File: src/rtl/id3p_pkg.sv
// Shared types and constants of the ID3v2 text frame parser.
package id3p_pkg;

   localparam logic [1:0] STATUS_OK          = 2'd0;
   localparam logic [1:0] STATUS_NOT_FOUND   = 2'd1;
   localparam logic [1:0] STATUS_UNSUPPORTED = 2'd2;
   localparam logic [2:0] NO_FIELD           = 3'd7;
   localparam logic [6:0] SYNCSAFE_MASK      = 7'h7F;

   typedef struct packed {
      logic       result_kind;
      logic [2:0] field_code;
      logic [7:0] text_byte;
      logic       byte_valid;
      logic       field_start;
      logic       field_end;
      logic [1:0] tag_status;
      logic [7:0] major_version;
      logic [7:0] minor_version;
   } result_type;

   typedef enum logic [3:0] {
      PH_HEADER = 4'b0001,
      PH_FHDR   = 4'b0010,
      PH_DATA   = 4'b0100,
      PH_DONE   = 4'b1000
   } phase_type;

   function automatic logic [2:0] match_field(input logic [31:0] ident);
      logic [31:0] s;
      logic [2:0]  f;
      s = ident;
      if (ident[31:24] == 8'd0) begin
         s = 32'd0;
      end else if (ident[23:16] == 8'd0) begin
         s = {ident[31:24], 24'd0};
      end else if (ident[15:8] == 8'd0) begin
         s = {ident[31:16], 16'd0};
      end
      f = NO_FIELD;
      unique case (s)
         32'h54495432, 32'h54543200: f = 3'd0;
         32'h54504531, 32'h54503100: f = 3'd1;
         32'h54414C42, 32'h54414C00: f = 3'd2;
         32'h54594552, 32'h54594500: f = 3'd3;
         32'h54434F4E, 32'h54434F00: f = 3'd4;
         32'h5452434B, 32'h54524B00: f = 3'd5;
         32'h434F4D4D, 32'h434F4D00: f = 3'd6;
         default: f = NO_FIELD;
      endcase
      return f;
   endfunction

endpackage

File: src/rtl/id3p_front.sv
// Front part: walks the tag header and frame headers and classifies each byte.
module id3p_front
   import id3p_pkg::*;
(
   input  logic             clock,
   input  logic             reset,
   input  logic [7:0]       max_text_chars,
   input  logic             in_valid,
   output logic             in_stall,
   input  logic [7:0]       data_byte,
   input  logic             end_of_stream,
   output logic             q_valid,
   input  logic             q_full,
   output result_type       q_data
);

   phase_type   phase_ff, phase_in;
   logic [3:0]  idx_ff, idx_in;
   logic        sig_ff, sig_in;
   logic [7:0]  major_ff, major_in, minor_ff, minor_in;
   logic [27:0] tlen_ff, tlen_in;
   logic [28:0] tpos_ff, tpos_in;
   logic [31:0] ident_ff, ident_in, flen_ff, flen_in, rem_ff, rem_in;
   logic [2:0]  field_ff, field_in;
   logic        stop_ff, stop_in;
   logic [7:0]  kept_ff, kept_in;

   logic        fire, v22, first, last, keep;
   logic [3:0]  hsize;
   logic [31:0] ident_next, flen_next;
   logic [29:0] tpos_hdr;
   logic [32:0] tpos_end;
   logic [1:0]  st;

   assign in_stall = q_full;
   assign fire = in_valid && !q_full;
   assign v22 = (major_ff == 8'd2);
   assign hsize = v22 ? 4'd6 : 4'd10;

   always_comb begin
      phase_in = phase_ff; idx_in = idx_ff; sig_in = sig_ff;
      major_in = major_ff; minor_in = minor_ff; tlen_in = tlen_ff;
      tpos_in = tpos_ff; ident_in = ident_ff; flen_in = flen_ff;
      rem_in = rem_ff; field_in = field_ff; stop_in = stop_ff; kept_in = kept_ff;
      q_valid = 1'b0; q_data = '0; keep = 1'b0; st = STATUS_NOT_FOUND;
      ident_next = ident_ff; flen_next = flen_ff;
      tpos_hdr = {1'b0, tpos_ff} + {26'd0, hsize};
      tpos_end = {4'd0, tpos_hdr[28:0]} + {1'b0, flen_ff};
      first = (rem_ff == flen_ff);
      last = (rem_ff <= 32'd1);
      unique case (phase_ff)
         PH_HEADER: begin
            if ((idx_ff == 4'd0 && data_byte != 8'h49) ||
                (idx_ff == 4'd1 && data_byte != 8'h44) ||
                (idx_ff == 4'd2 && data_byte != 8'h33)) sig_in = 1'b0;
            if (idx_ff == 4'd3) major_in = data_byte;
            if (idx_ff == 4'd4) minor_in = data_byte;
            if (idx_ff >= 4'd6)
               tlen_in = {tlen_ff[20:0], data_byte[6:0] & SYNCSAFE_MASK};
            if (idx_ff >= 4'd9 || end_of_stream) begin
               if (idx_ff >= 4'd9 && sig_ff) begin
                  if (major_ff == 8'd4) st = STATUS_UNSUPPORTED;
                  else if (major_ff == 8'd2 || major_ff == 8'd3) st = STATUS_OK;
               end
               q_valid = 1'b1;
               q_data.result_kind = 1'b1;
               q_data.tag_status = st;
               q_data.major_version = major_in;
               q_data.minor_version = minor_in;
               if (st == STATUS_OK) begin
                  tpos_in = '0;
                  if ({26'd0, hsize} > {2'd0, tlen_in}) phase_in = PH_DONE;
                  else begin
                     phase_in = PH_FHDR; idx_in = '0; ident_in = '0; flen_in = '0;
                  end
               end else phase_in = PH_DONE;
            end else idx_in = idx_ff + 4'd1;
         end
         PH_FHDR: begin
            if (idx_ff < (v22 ? 4'd3 : 4'd4)) begin
               ident_next = ident_ff | ({24'd0, data_byte} << (5'd24 - {idx_ff[1:0], 3'd0}));
            end else if (idx_ff < (v22 ? 4'd6 : 4'd8)) begin
               flen_next = {flen_ff[23:0], data_byte};
            end
            ident_in = ident_next; flen_in = flen_next;
            tpos_end = {4'd0, tpos_hdr[28:0]} + {1'b0, flen_next};
            if (idx_ff + 4'd1 >= hsize) begin
               if (ident_next == 32'd0) phase_in = PH_DONE;
               else begin
                  tpos_in = tpos_hdr[28:0];
                  if (flen_next == 32'd0 || tpos_end > {5'd0, tlen_ff})
                     phase_in = PH_DONE;
                  else begin
                     tpos_in = tpos_end[28:0];
                     rem_in = flen_next;
                     field_in = match_field(ident_next);
                     stop_in = 1'b0; kept_in = '0; phase_in = PH_DATA;
                  end
               end
            end else idx_in = idx_ff + 4'd1;
         end
         PH_DATA: begin
            if (field_ff != NO_FIELD) begin
               if (!(first && data_byte <= 8'd1) && !stop_ff) begin
                  if (kept_ff >= max_text_chars || data_byte == 8'd0) stop_in = 1'b1;
                  else if (data_byte >= 8'd32 || data_byte == 8'd9) begin
                     keep = 1'b1; kept_in = kept_ff + 8'd1;
                  end
               end
               q_valid = 1'b1;
               q_data.field_code = field_ff;
               q_data.text_byte = keep ? data_byte : 8'd0;
               q_data.byte_valid = keep;
               q_data.field_start = first;
               q_data.field_end = last;
            end
            if (last) begin
               rem_in = '0; field_in = NO_FIELD;
               if ({1'b0, tpos_hdr} > {3'd0, tlen_ff}) phase_in = PH_DONE;
               else begin
                  phase_in = PH_FHDR; idx_in = '0; ident_in = '0; flen_in = '0;
               end
            end else rem_in = rem_ff - 32'd1;
         end
         PH_DONE: begin
         end
         default: phase_in = PH_DONE;
      endcase
      q_valid = q_valid && fire;
   end

   always_ff @(posedge clock) begin
      if (reset || (fire && end_of_stream)) begin
         phase_ff <= PH_HEADER; idx_ff <= '0; sig_ff <= 1'b1;
         major_ff <= '0; minor_ff <= '0; tlen_ff <= '0; tpos_ff <= '0;
         ident_ff <= '0; flen_ff <= '0; rem_ff <= '0; field_ff <= NO_FIELD;
         stop_ff <= 1'b0; kept_ff <= '0;
      end else if (fire) begin
         phase_ff <= phase_in; idx_ff <= idx_in; sig_ff <= sig_in;
         major_ff <= major_in; minor_ff <= minor_in; tlen_ff <= tlen_in;
         tpos_ff <= tpos_in; ident_ff <= ident_in; flen_ff <= flen_in;
         rem_ff <= rem_in; field_ff <= field_in; stop_ff <= stop_in;
         kept_ff <= kept_in;
      end
   end

endmodule

File: src/rtl/id3p_queue.sv
// Two-entry result queue between the front and the output channel.
module id3p_queue
   import id3p_pkg::*;
(
   input  logic       clock,
   input  logic       reset,
   input  logic       wr_valid,
   input  result_type wr_data,
   output logic       full,
   output logic       rd_valid,
   input  logic       rd_stall,
   output result_type rd_data
);

   result_type mem_ff [2];
   logic       wptr_ff, rptr_ff;
   logic [1:0] count_ff;
   logic       pop;

   assign full = (count_ff == 2'd2);
   assign rd_valid = (count_ff != 2'd0);
   assign rd_data = mem_ff[rptr_ff];
   assign pop = rd_valid && !rd_stall;

   always_ff @(posedge clock) begin
      if (wr_valid) mem_ff[wptr_ff] <= wr_data;
   end

   always_ff @(posedge clock) begin
      if (reset) begin
         wptr_ff <= 1'b0; rptr_ff <= 1'b0; count_ff <= '0;
      end else begin
         if (wr_valid) wptr_ff <= !wptr_ff;
         if (pop) rptr_ff <= !rptr_ff;
         count_ff <= count_ff + {1'b0, wr_valid} - {1'b0, pop};
      end
   end

endmodule

File: src/rtl/id3v2_text_frame_parser_unit.sv
// Top level of the ID3v2 text frame parser.
// Each byte is handled on acceptance; one byte per cycle while req_stall is low.
// A result enters the queue and reaches the rsp_ channel after older results.
// A two-entry queue decouples the front from the output; req_stall rises only
// when full. A synchronous reset clears all but queue data; max_text_chars gets 63.
module id3v2_text_frame_parser_unit
   import id3p_pkg::*;
(
   input  logic       clock,
   input  logic       reset,
   input  logic       csr_write_enable,
   input  logic [7:0] csr_write_data,
   input  logic       req_valid,
   output logic       req_stall,
   input  logic [7:0] req_data_byte,
   input  logic       req_end_of_stream,
   output logic       rsp_valid,
   input  logic       rsp_stall,
   output logic       rsp_result_kind,
   output logic [2:0] rsp_field_code,
   output logic [7:0] rsp_text_byte,
   output logic       rsp_byte_valid,
   output logic       rsp_field_start,
   output logic       rsp_field_end,
   output logic [1:0] rsp_tag_status,
   output logic [7:0] rsp_major_version,
   output logic [7:0] rsp_minor_version
);

   logic [7:0] max_chars_ff;
   logic       q_valid, q_full;
   result_type q_data, r;

   always_ff @(posedge clock) begin
      if (reset) max_chars_ff <= 8'd63;
      else if (csr_write_enable) max_chars_ff <= csr_write_data;
   end

   id3p_front u_front (
      .clock, .reset, .max_text_chars(max_chars_ff),
      .in_valid(req_valid), .in_stall(req_stall),
      .data_byte(req_data_byte), .end_of_stream(req_end_of_stream),
      .q_valid, .q_full, .q_data
   );

   id3p_queue u_queue (
      .clock, .reset, .wr_valid(q_valid), .wr_data(q_data), .full(q_full),
      .rd_valid(rsp_valid), .rd_stall(rsp_stall), .rd_data(r)
   );

   assign rsp_result_kind   = r.result_kind;
   assign rsp_field_code    = r.field_code;
   assign rsp_text_byte     = r.text_byte;
   assign rsp_byte_valid    = r.byte_valid;
   assign rsp_field_start   = r.field_start;
   assign rsp_field_end     = r.field_end;
   assign rsp_tag_status    = r.tag_status;
   assign rsp_major_version = r.major_version;
   assign rsp_minor_version = r.minor_version;

endmodule
File: config.mk
export PLATFORM = sky130hd
export DESIGN_NAME = id3v2_text_frame_parser_unit
export DESIGN_NICKNAME = d
export VERILOG_FILES = /design/src/rtl/id3p_pkg.sv /design/src/rtl/id3p_front.sv /design/src/rtl/id3p_queue.sv /design/src/rtl/id3v2_text_frame_parser_unit.sv
export SDC_FILE = /design/constraint.sdc
export NUM_CORES = 1
export LEC_CHECK = 0
export BUFFER_PORTS_ARGS = -buffer_cell sky130_fd_sc_hd__buf_2
export CAP_MARGIN = 20
export CORE_MARGIN = 1.5
export CORE_UTILIZATION = 35
export CTS_CLUSTER_DIAMETER = 120
export DETAILED_ROUTE_END_ITERATION = 10
export GPL_TIMING_DRIVEN = 0
export PLACE_DENSITY = 0.57
export SETUP_SLACK_MARGIN = 0.1
export SYNTH_ARGS = -nofsm -noshare
export SYNTH_HDL_FRONTEND = slang
export SYNTH_HIERARCHICAL = 1
export SYNTH_SLANG_ARGS = --single-unit
File: constraint.sdc
create_clock -name clock -period 8.78 [get_ports clock]
set_input_delay 1.756 -clock clock [delete_from_list [all_inputs] [get_ports clock]]
set_output_delay 1.756 -clock clock [all_outputs]
set_load 0.01 [all_outputs]
==> results.toml, run 1 <==
[clock_network]
cts_tree = "done"
path_clk_slew_ns = 0.06
cts_root_buf = "clkbuf_16"
hold_buffers = 0
clockBufferDepth = 3
clk_latency_ns = 0.58
numCtsBuffers = 31
clock_sinks = 269
cts_htree_levels = 1

[die]
die_area_um2 = 52100
chipWidth_um = 228
start_util = 0.354
core_area_um2 = 50100
rows = 82
die_h_um = 228
pin_count = 57

[worst_setup_path]
endpoint_kind = "flip-flop"
worstPathArrival_ns = 8.82
path_buf_inv = 10
max_stage_delay_ns = 0.63
reg2regPathDepth = 37
critPathKind = "reg -> reg"
start_kind = "flip-flop"
cp_top_family = "compound AO/OA/AOI/OAI gates"
crit_top_cell = "buf_4"
crit_slowest_cell = "or4_4"
cp_max_fo = 10
required_ns = 9.22
cp.depth = 37

[cells_and_area]
areaGrowthSynthToFinish_pct = 13.9
layout.cells.non_filler = 2911
diodes = 0
nNetsFinal = 2348
fillers = 5154
drive_gt1_frac = 0.109

[global_route]
grt_pass1_vias = 16200
grt_pass1_wl_mm = 94.7
grt_usage = 0.229
grt_max_degree = 34
antenna_found_initial = 0
grt-ovfl-total = 0

[sta]
max_freq_ghz = 0.119
finalClockSkew_ns = 0.0107
worst_pin_slew_ns = 1.10
setup_viol = 0
fin_hold_ws_ns = 0.452
finalCriticalPeriod_ns = 8.38
max_slew_margin = 0.267
hold_violations = 0
rsz0062_at_grt = "true"
period_share = 0.954
slew_violations = 0

[drt]
wl_per_cell_um = 21.0
wl_met3_mm = 3.89
dr.max_layer_used = "met4"
drt-pass1-iter-count = 6
finalWirelength_mm = 61.2
post-route-drc-count = 0
initialDrtViolationCount = 1523
dr_total_vias = 16900
met2_length_mm = 28.6
met1_length_mm = 26.2
antenna_left = 0
via_per_inst = 5.79

[place]
place_inst = 2839
place_congestion = 0.946
io_buffers = 50
dp.final_hpwl_mm = 47.1

[yosys]
ys_seq_elements = 269
yosysWarnings = 6
netlist_instances = 2113
synth.distinct_cells = 94
syn-num-nets = 2245
ys_async_sr_fraction = 0
syn-cell-area_um2 = 17700
avgSynthCellArea_um2 = 8.40
synth_edf_count = 66
synth.yosys.seq_area_share = 0.341
synth_ff_type = "dfxtp_1"

[power]
irDropWorstVdd_uv = 113
power_density_nw_per_um2 = 154
p_leak_nw = 7.98

[worst_hold_path]
hp-class = "reg -> reg"
holdPathStages = 2

[run]
maxCapViolCount = 0

[outcome]
status = "finished, final reports clean"
==> worst register-to-register path: cells and delay by family, from the launching register on <==
kind / cells / cell delay [ns]
buffers and inverters: 10 / 1.97
muxes: 1 / 0.44
DFF: 1 / 0.36
xor gates and xnor gates: 1 / 0.28
AOI/OAI and AO/OA: 17 / 3.24
adders and majority gates: 3 / 0.91
and+or+nand+nor: 5 / 1.06
==> Yosys cell counts, types with 36 or more instances <==
master,instances,area share
a21oi_1,192,0.054
a31oi_1,50,0.018
clkbuf_1,87,0.018
dfxtp_1,203,0.23
edfxtp_1,66,0.11
ha_1,109,0.077
inv_1,107,0.023
mux2i_1,82,0.046
nand2_1,196,0.041
nand3_1,73,0.021
nand4_1,50,0.018
nor2_1,183,0.039
nor3_1,73,0.021
nor4_1,36,0.013
o21ai_0,100,0.028
xnor2_1,80,0.039
==> routing by layer <==
layer	vias up	GRT usage
li1	7952	-
met1	8146	0.298
met2	612	0.382
met3	141	0.0274
met4	0	0.0950
met5	-	0
==> worst paths after layout <==
check                      startpoint            endpoint  slack [ns]
hold / removal         u_front/sig_ff      u_front/sig_ff        0.45
setup / recovery  u_front/major_ff[0]  u_front/tpos_ff[4]        0.40
setup reg to reg  u_front/major_ff[0]  u_front/tpos_ff[4]        0.40
hold reg to reg        u_front/sig_ff      u_front/sig_ff        0.45
==> metrics by stage <==
| step | setup slack (ns) | cell area (um^2) | total power [mW] | setup TNS [ns] | utilization |
|---|---|---|---|---|---|
| 2_1_floorplan | 0.826 | 17700 | 1.63 | 0 | - |
| 3_3_place_gp | -1.89 | 18800 | 1.78 | -117.69 | 0.376 |
| 3_5_place_dp | -1.94 | 18900 | 1.78 | -123.03 | 0.377 |
| 4_1_cts | 0.119 | 20100 | 3.14 | 0 | 0.401 |
| 5_1_grt | 0.0630 | 20200 | 3.22 | 0 | 0.404 |
| 6_report | 0.405 | 20200 | 3.11 | 0 | 0.404 |
==> cells by family after synthesis <==
logic type               after synthesis  share of synthesized area
XOR/XNOR                             101                     0.0506
AO/OA/AOI/OAI                        522                      0.184
buffers and inverters                225                     0.0530
flip-flops                           269                      0.341
AND/OR/NAND/NOR                      761                      0.214
adder cells (fa/ha/maj)              111                     0.0785
multiplexers                         124                     0.0792
==> final cells by class <==
type                       instances  area (um^2)  area share
timing repair buffer              70          405      0.0201
buffer                           117          569      0.0282
clock inverter                    18          233      0.0115
sequential                       269         6050       0.299
inverter                         108          407      0.0201
tap                              672          841      0.0416
multi-input combinational       1619        10900       0.539
clock buffer                      38          812      0.0402
==> report_power, final <==
group / switching (mW) / leakage, nW / internal (mW)
registers: 0.0173 / 2.25 / 1.30
clock network: 0.549 / 0.505 / 0.803
logic: 0.259 / 5.22 / 0.175
total: 0.825 / 7.98 / 2.28
==> cells in the final DEF (no fill, tap or decap), drive strengths merged, types with 7 or more instances in the layout <==
| master | synthesis | final |
|---|---|---|
| a2111oi | 8 | 8 |
| a211o | 7 | 7 |
| a211oi | 20 | 20 |
| a21o | 27 | 27 |
| a21oi | 192 | 192 |
| a31oi | 51 | 51 |
| a41oi | 9 | 9 |
| and2 | 17 | 17 |
| and3 | 27 | 27 |
| and4 | 11 | 11 |
| buf | 30 | 99 |
| clkbuf | 87 | 126 |
| clkinv | 1 | 10 |
| dfxtp | 203 | 203 |
| edfxtp | 66 | 66 |
| ha | 109 | 109 |
| inv | 107 | 108 |
| mux2 | 42 | 42 |
| mux2i | 82 | 82 |
| nand2 | 196 | 196 |
| nand2b | 13 | 13 |
| nand3 | 73 | 73 |
| nand4 | 50 | 50 |
| nor2 | 183 | 183 |
| nor2b | 9 | 9 |
| nor3 | 74 | 74 |
| nor4 | 37 | 37 |
| nor4b | 8 | 8 |
| o211ai | 15 | 15 |
| o21ai | 101 | 101 |
| o21bai | 8 | 8 |
| o22ai | 20 | 20 |
| o31ai | 8 | 8 |
| or2 | 7 | 7 |
| or3 | 17 | 17 |
| or4 | 14 | 14 |
| xnor2 | 80 | 80 |
| xor2 | 20 | 20 |
==> registers in the layout (all words and copies together), names as in the netlist, named ones only <==
register and flops:
u_front/kept_ff 8, u_front/field_ff 3, u_front/phase_ff 4, u_front/minor_ff 8
u_front/sig_ff 1, u_queue/wptr_ff 1, u_front/rem_ff 32, u_front/flen_ff 32
u_queue/mem_ff 66, u_front/stop_ff 1, u_queue/count_ff 2, u_front/tpos_ff 29
u_front/idx_ff 4, u_front/major_ff 8, u_front/ident_ff 32, max_chars_ff 8
u_front/tlen_ff 28, u_queue/rptr_ff 1
==> what timing repair did <==
item | in CTS | in global routing
setup buffers | 10 | 4
gates resized for setup | 22 | 25
pin swaps | 4 | 3
setup endpoints to repair | 75 | 73
cloned | 0 | 0
No activity file was read; power rests on OpenSTA's default activity.
==> run 2: changes to the inputs <==
--- a/config.mk
+++ b/config.mk
@@ -5,6 +5,7 @@
 export SDC_FILE = /design/constraint.sdc
 export NUM_CORES = 1
 export LEC_CHECK = 0
+export ABC_AREA = 1
 export BUFFER_PORTS_ARGS = -buffer_cell sky130_fd_sc_hd__buf_2
 export CAP_MARGIN = 20
 export CORE_MARGIN = 1.5
==> constraint.sdc (replaced) <==
create_clock -name clock -period 8.78 [get_ports clock]
set_input_delay 1.756 -clock clock [delete_from_list [all_inputs] [get_ports clock]]
set_output_delay 1.756 -clock clock [all_outputs]
set_load 0.02 [all_outputs]
==> run 2 against run 1 <==
Against the previous run: cell count increased by 22%; via count increased by 14%; count of clock-buffer cells in the layout increased by 7; sequential cell count unchanged; critical path type unchanged; critical endpoint is now u_front/tpos_ff[18].
==> results.toml, run 2 <==
[yosys]
synthTopCellsByArea = "dfxtp_1 (21%), edfxtp_1 (10%), nand2_1 (9.7%)"
yosys.area.top_type = "dfxtp_1"
synth_edf_count = 66
synthTopCellsByCount = "nand2_1 (489), inv_1 (332), nor2_1 (290)"
yosysWarnings = 6
syn-num-nets = 2877
synth_ff_type = "dfxtp_1"
synth.top_cell.area_share = 0.214
avgSynthCellArea_um2 = 6.93
yosysMostFrequentCell = "nand2_1"
netlist_instances = 2745
ys_async_sr_fraction = 0
synth.yosys.seq_area_share = 0.318
ys_seq_elements = 269
synth.distinct_cells = 64
syn-cell-area_um2 = 19000

[place]
place_congestion = 0.972
dp.final_hpwl_mm = 54.3
postPlaceCellArea_um2 = 20200
io_buffers = 54
place_ws_ns = 0.579
place_inst = 3498

[worst_setup_path]
critPathKind = "reg -> reg"
cp_max_fo = 10
required_ns = 9.19
crit_top_cell = "nand2_1"
crit_path_start = "u_front/major_ff[2]"
max_stage_delay_ns = 0.58
crit_slowest_cell = "o31ai_2"
endpoint_kind = "flip-flop"
start_kind = "flip-flop"
worstPathArrival_ns = 8.50
reg2reg_from = "u_front/major_ff[2]"

[cells_and_area]
final-seq-area_um2 = 6050
nNetsFinal = 2970
final_cell_mix = "nand2_1 (489), inv_1 (332), nor2_1 (289)"
finalCoreUtilization = 0.399
drive_gt1_frac = 0.0880
largest-register = "u_queue/mem_ff"
fillers = 5627
final_area_um2 = 21400
layout.cells.non_filler = 3560
multi_input_area_um2 = 11100
areaGrowthSynthToFinish_pct = 12.8
largest_register_ffs = 66
final_common_cell = "nand2_1"

[clock_network]
cts_root_buf = "clkbuf_16"
hold_buffers = 0
clock_sinks = 269
path_clk_slew_ns = 0.06
cts_tree = "done"
clk_latency_ns = 0.55
cts_resized = 0
numCtsBuffers = 34
cts_htree_levels = 2
post_cts.repair.setup_buffers = 0
clockBufferDepth = 3

[sta]
finalCriticalPeriod_ns = 8.10
final.setup.tns_ns = 0
setup_viol = 0
max_slew_margin = 0.269
max_freq_ghz = 0.123
fin_ws_ns = 0.682
worst_pin_slew_ns = 1.10
period_share = 0.922
rsz0062_at_grt = "false"
slew_violations = 0
hold_violations = 0
fin_hold_ws_ns = 0.451
finalClockSkew_ns = 0.0192

[drt]
via_per_inst = 5.41
dr_total_vias = 19300
wl_per_cell_um = 19.3
finalWirelength_mm = 68.8
antenna_left = 0
drt-pass1-iter-count = 5
initialDrtViolationCount = 1975
post-route-drc-count = 0

[global_route]
antenna_found_initial = 1
grt_pass1_vias = 18200
grt_max_degree = 33
grt-ovfl-total = 0
grt_pass1_wl_mm = 105
grt_usage = 0.243

[worst_hold_path]
hp-start = "u_front/sig_ff"
hp-class = "reg -> reg"

[die]
pin_count = 57
die_area_um2 = 55700
rows = 85
core_area_um2 = 53700
die_h_um = 236
chipWidth_um = 236
start_util = 0.354

[power]
p_total_mw = 5.43
power_density_nw_per_um2 = 253
irDropWorstVdd_uv = 123
p_leak_nw = 9.49

[run]
maxCapViolCount = 0

[outcome]
status = "finished, final reports clean"
## run 2: changes by cell type after synthesis, moves of 40 or more
cell,delta
o21ai_1,+66
nand3_1,+73
mux2i_1,-82
xor2_1,+40
inv_1,+225
nor2_1,+107
a21oi_1,+96
o21ai_0,+105
a31oi_1,-43
nand2_1,+293
xnor2_1,-41
## run 2: cell type report
cell class	instances	area share
buffer	122	0.0282
tap	696	0.0406
sequential	269	0.282
multi-input combinational	2006	0.516
clock inverter	16	0.0130
inverter	348	0.0612
antenna	1	0.000117
clock buffer	45	0.0445
timing repair buffer	57	0.0146
## run 2: worst paths after layout
path / endpoint / slack (ns) / cells past startpoint
worst min-delay path: u_front/sig_ff / 0.45 / 2
worst max register to register: u_front/tpos_ff[18] / 0.68 / 41
worst max-delay path: u_front/tpos_ff[18] / 0.68 / 41
worst min register to register: u_front/sig_ff / 0.45 / 2
## run 2: cell families (layout without fill, tap and decap cells)
logic type	count (synthesis)	in the layout	synth area share
flops	269	269	0.318
compound gates	638	638	0.180
fa+ha+maj	110	110	0.0728
xor+xnor	99	99	0.0456
buf+inv	470	588	0.101
mux	33	33	0.0255
other cells	0	1	0
simple gates	1126	1126	0.257
## run 2: routing by layer
layer | vias to the layer above | GRT usage | part of all wire
met5 | - | 0 | 0.00019
met1 | 8969 | 0.326 | 0.44
met3 | 153 | 0.0465 | 0.082
li1 | 9384 | - | -
met4 | 2 | 0.108 | 0.041
met2 | 754 | 0.377 | 0.43
## run 2: worst max-delay path, delay by kind of cell (launching register included)
| family | cells | cell delay [ns] |
|---|---|---|
| and+or+nand+nor | 22 | 3.80 |
| DFF | 1 | 0.31 |
| xor gates and xnor gates | 2 | 0.34 |
| buffers and inverters | 7 | 0.96 |
| AOI/OAI and AO/OA | 8 | 1.86 |
| adders and majority gates | 2 | 0.67 |
## run 2: power breakdown
part / switching (mW) / internal [mW]
Clock: 0.578 / 0.976
Combinational: 1.72 / 0.739
Sequential: 0.0491 / 1.36
==> run 3: changes to the inputs <==
--- a/config.mk
+++ b/config.mk
@@ -8,6 +8,7 @@
 export ABC_AREA = 1
 export BUFFER_PORTS_ARGS = -buffer_cell sky130_fd_sc_hd__buf_2
 export CAP_MARGIN = 20
+export CORE_ASPECT_RATIO = 1.1
 export CORE_MARGIN = 1.5
 export CORE_UTILIZATION = 35
 export CTS_CLUSTER_DIAMETER = 120
==> run 3 against run 2 <==
Against the previous run: core utilization hardly changed; design area down 0.15%; highest routed layer is now met4; hold slack improved by 0.0042 ns; via count up 0.46%; sequential power is essentially flat; wire length about the same; fmax increased by 2.0%; sequential share of layout area is essentially flat; clock skew rose by 0.0073 ns; non-clock buffer count shrank 1; cell count grew 0.84%.
==> results.toml, run 3 (synthesis results as in run 2) <==
[outcome]
status = "finished, final reports clean"

[global_route]
grt_max_degree = 27
grt_pass1_wl_mm = 105
grt_usage = 0.244
antenna_found_initial = 0
grt_pass1_vias = 18200
grt-ovfl-total = 0

[cells_and_area]
largest-register = "u_queue/mem_ff"
final_common_cell = "nand2_1"
final_cell_mix = "nand2_1 (489), inv_1 (332), nor2_1 (289)"
areaGrowthSynthToFinish_pct = 12.6
largest_register_ffs = 66
fillers = 5712
finalCoreUtilization = 0.399
nNetsFinal = 2969
diodes = 0
drive_gt1_frac = 0.0867

[sta]
worst_pin_slew_ns = 1.18
max_freq_ghz = 0.126
period_share = 0.904
fin_hold_ws_ns = 0.455
finalClockSkew_ns = 0.0265
final.setup.tns_ns = 0
hold_violations = 0
max_slew_margin = 0.216
rsz0062_at_grt = "false"
setup_viol = 0
slew_violations = 0
finalCriticalPeriod_ns = 7.94

[worst_setup_path]
reg2regPathDepth = 39
worstPathArrival_ns = 8.41
max_stage_delay_ns = 0.52
cp.depth = 39
endpoint_kind = "flip-flop"
crit_top_cell = "nand2_1"
start_kind = "flip-flop"
cp_max_fo = 10
path_buf_inv = 3
crit_slowest_cell = "o21ai_1"
critPathKind = "reg -> reg"
required_ns = 9.25
cp_top_family = "simple AND/OR/NAND/NOR gates"

[clock_network]
numCtsBuffers = 34
cts_tree = "done"
hold_buffers = 0
clockBufferDepth = 3
clk_latency_ns = 0.57
post_cts.repair.setup_buffers = 0
clock_sinks = 269
cts_htree_levels = 2
cts_resized = 0
cts_root_buf = "clkbuf_16"
path_clk_slew_ns = 0.06

[die]
chipWidth_um = 225
die_area_um2 = 55700
pin_count = 57
die_h_um = 247
start_util = 0.354
core_area_um2 = 53700
rows = 89

[drt]
wl_per_cell_um = 19.2
drt-pass1-iter-count = 6
via_per_inst = 5.39
finalWirelength_mm = 68.8
dr_total_vias = 19400
initialDrtViolationCount = 1902
post-route-drc-count = 0
antenna_left = 0

[worst_hold_path]
holdPathStages = 2
hp-class = "reg -> reg"

[place]
io_buffers = 54
dp.final_hpwl_mm = 53.7
place_congestion = 0.951

[power]
p_leak_nw = 9.44
irDropWorstVdd_uv = 128
power_density_nw_per_um2 = 251

[run]
maxCapViolCount = 0
## run 3: final cells by class
type | count | area, um^2 | area share
plain buffers | 122 | 606 | 0.0283
inverters | 348 | 1310 | 0.0613
multi-input cells | 2006 | 11100 | 0.517
clock buffers | 48 | 943 | 0.0441
well taps | 728 | 911 | 0.0426
clock inverters | 13 | 214 | 0.0100
repair buffers | 56 | 318 | 0.0148
flip-flops and latches | 269 | 6050 | 0.282
## run 3: path summary, 6_finish.rpt
path                        from                  end  slack, ns
max          u_front/major_ff[1]  u_front/tpos_ff[24]       0.84
max reg2reg  u_front/major_ff[1]  u_front/tpos_ff[24]       0.84
min              u_front/stop_ff      u_front/stop_ff       0.45
min reg2reg      u_front/stop_ff      u_front/stop_ff       0.45
## run 3: metal layers
layer  wire [um]  vias up  global-route usage
met3        4320      161              0.0324
met5           0        -                   0
met2       32400      744               0.417
met4        3220        0               0.110
li1            -     9382                   -
met1       28800     9064               0.306
## run 3: power breakdown
part | internal [mW] | total, mW | switching (mW)
clock network | 0.880 | 1.47 | 0.595
logic | 0.740 | 2.47 | 1.73
registers | 1.36 | 1.41 | 0.0505
total | 2.98 | 5.36 | 2.38
## run 3: per-stage QoR
step / total power [mW] / cells / instance area (um^2) / setup slack, ns
2_1_floorplan: 3.09 / 2745 / 19000 / 2.80
3_3_place_gp: 3.83 / 3527 / 20200 / 0.731
3_5_place_dp: 3.86 / 3529 / 20200 / 0.661
4_1_cts: 5.35 / 3590 / 21400 / 0.811
5_1_grt: 5.67 / 3590 / 21400 / 0.261
6_report: 5.36 / 3590 / 21400 / 0.844
## run 3: worst reg2reg max path, delay by kind of cell (launching register included)
family                   cells  cell delay (ns)
buffers and inverters        3             0.73
XOR/XNOR                     1             0.39
adder cells (fa/ha/maj)      3             1.12
flip-flops                   1             0.38
AND/OR/NAND/NOR             22             2.70
AO/OA/AOI/OAI               10             2.54
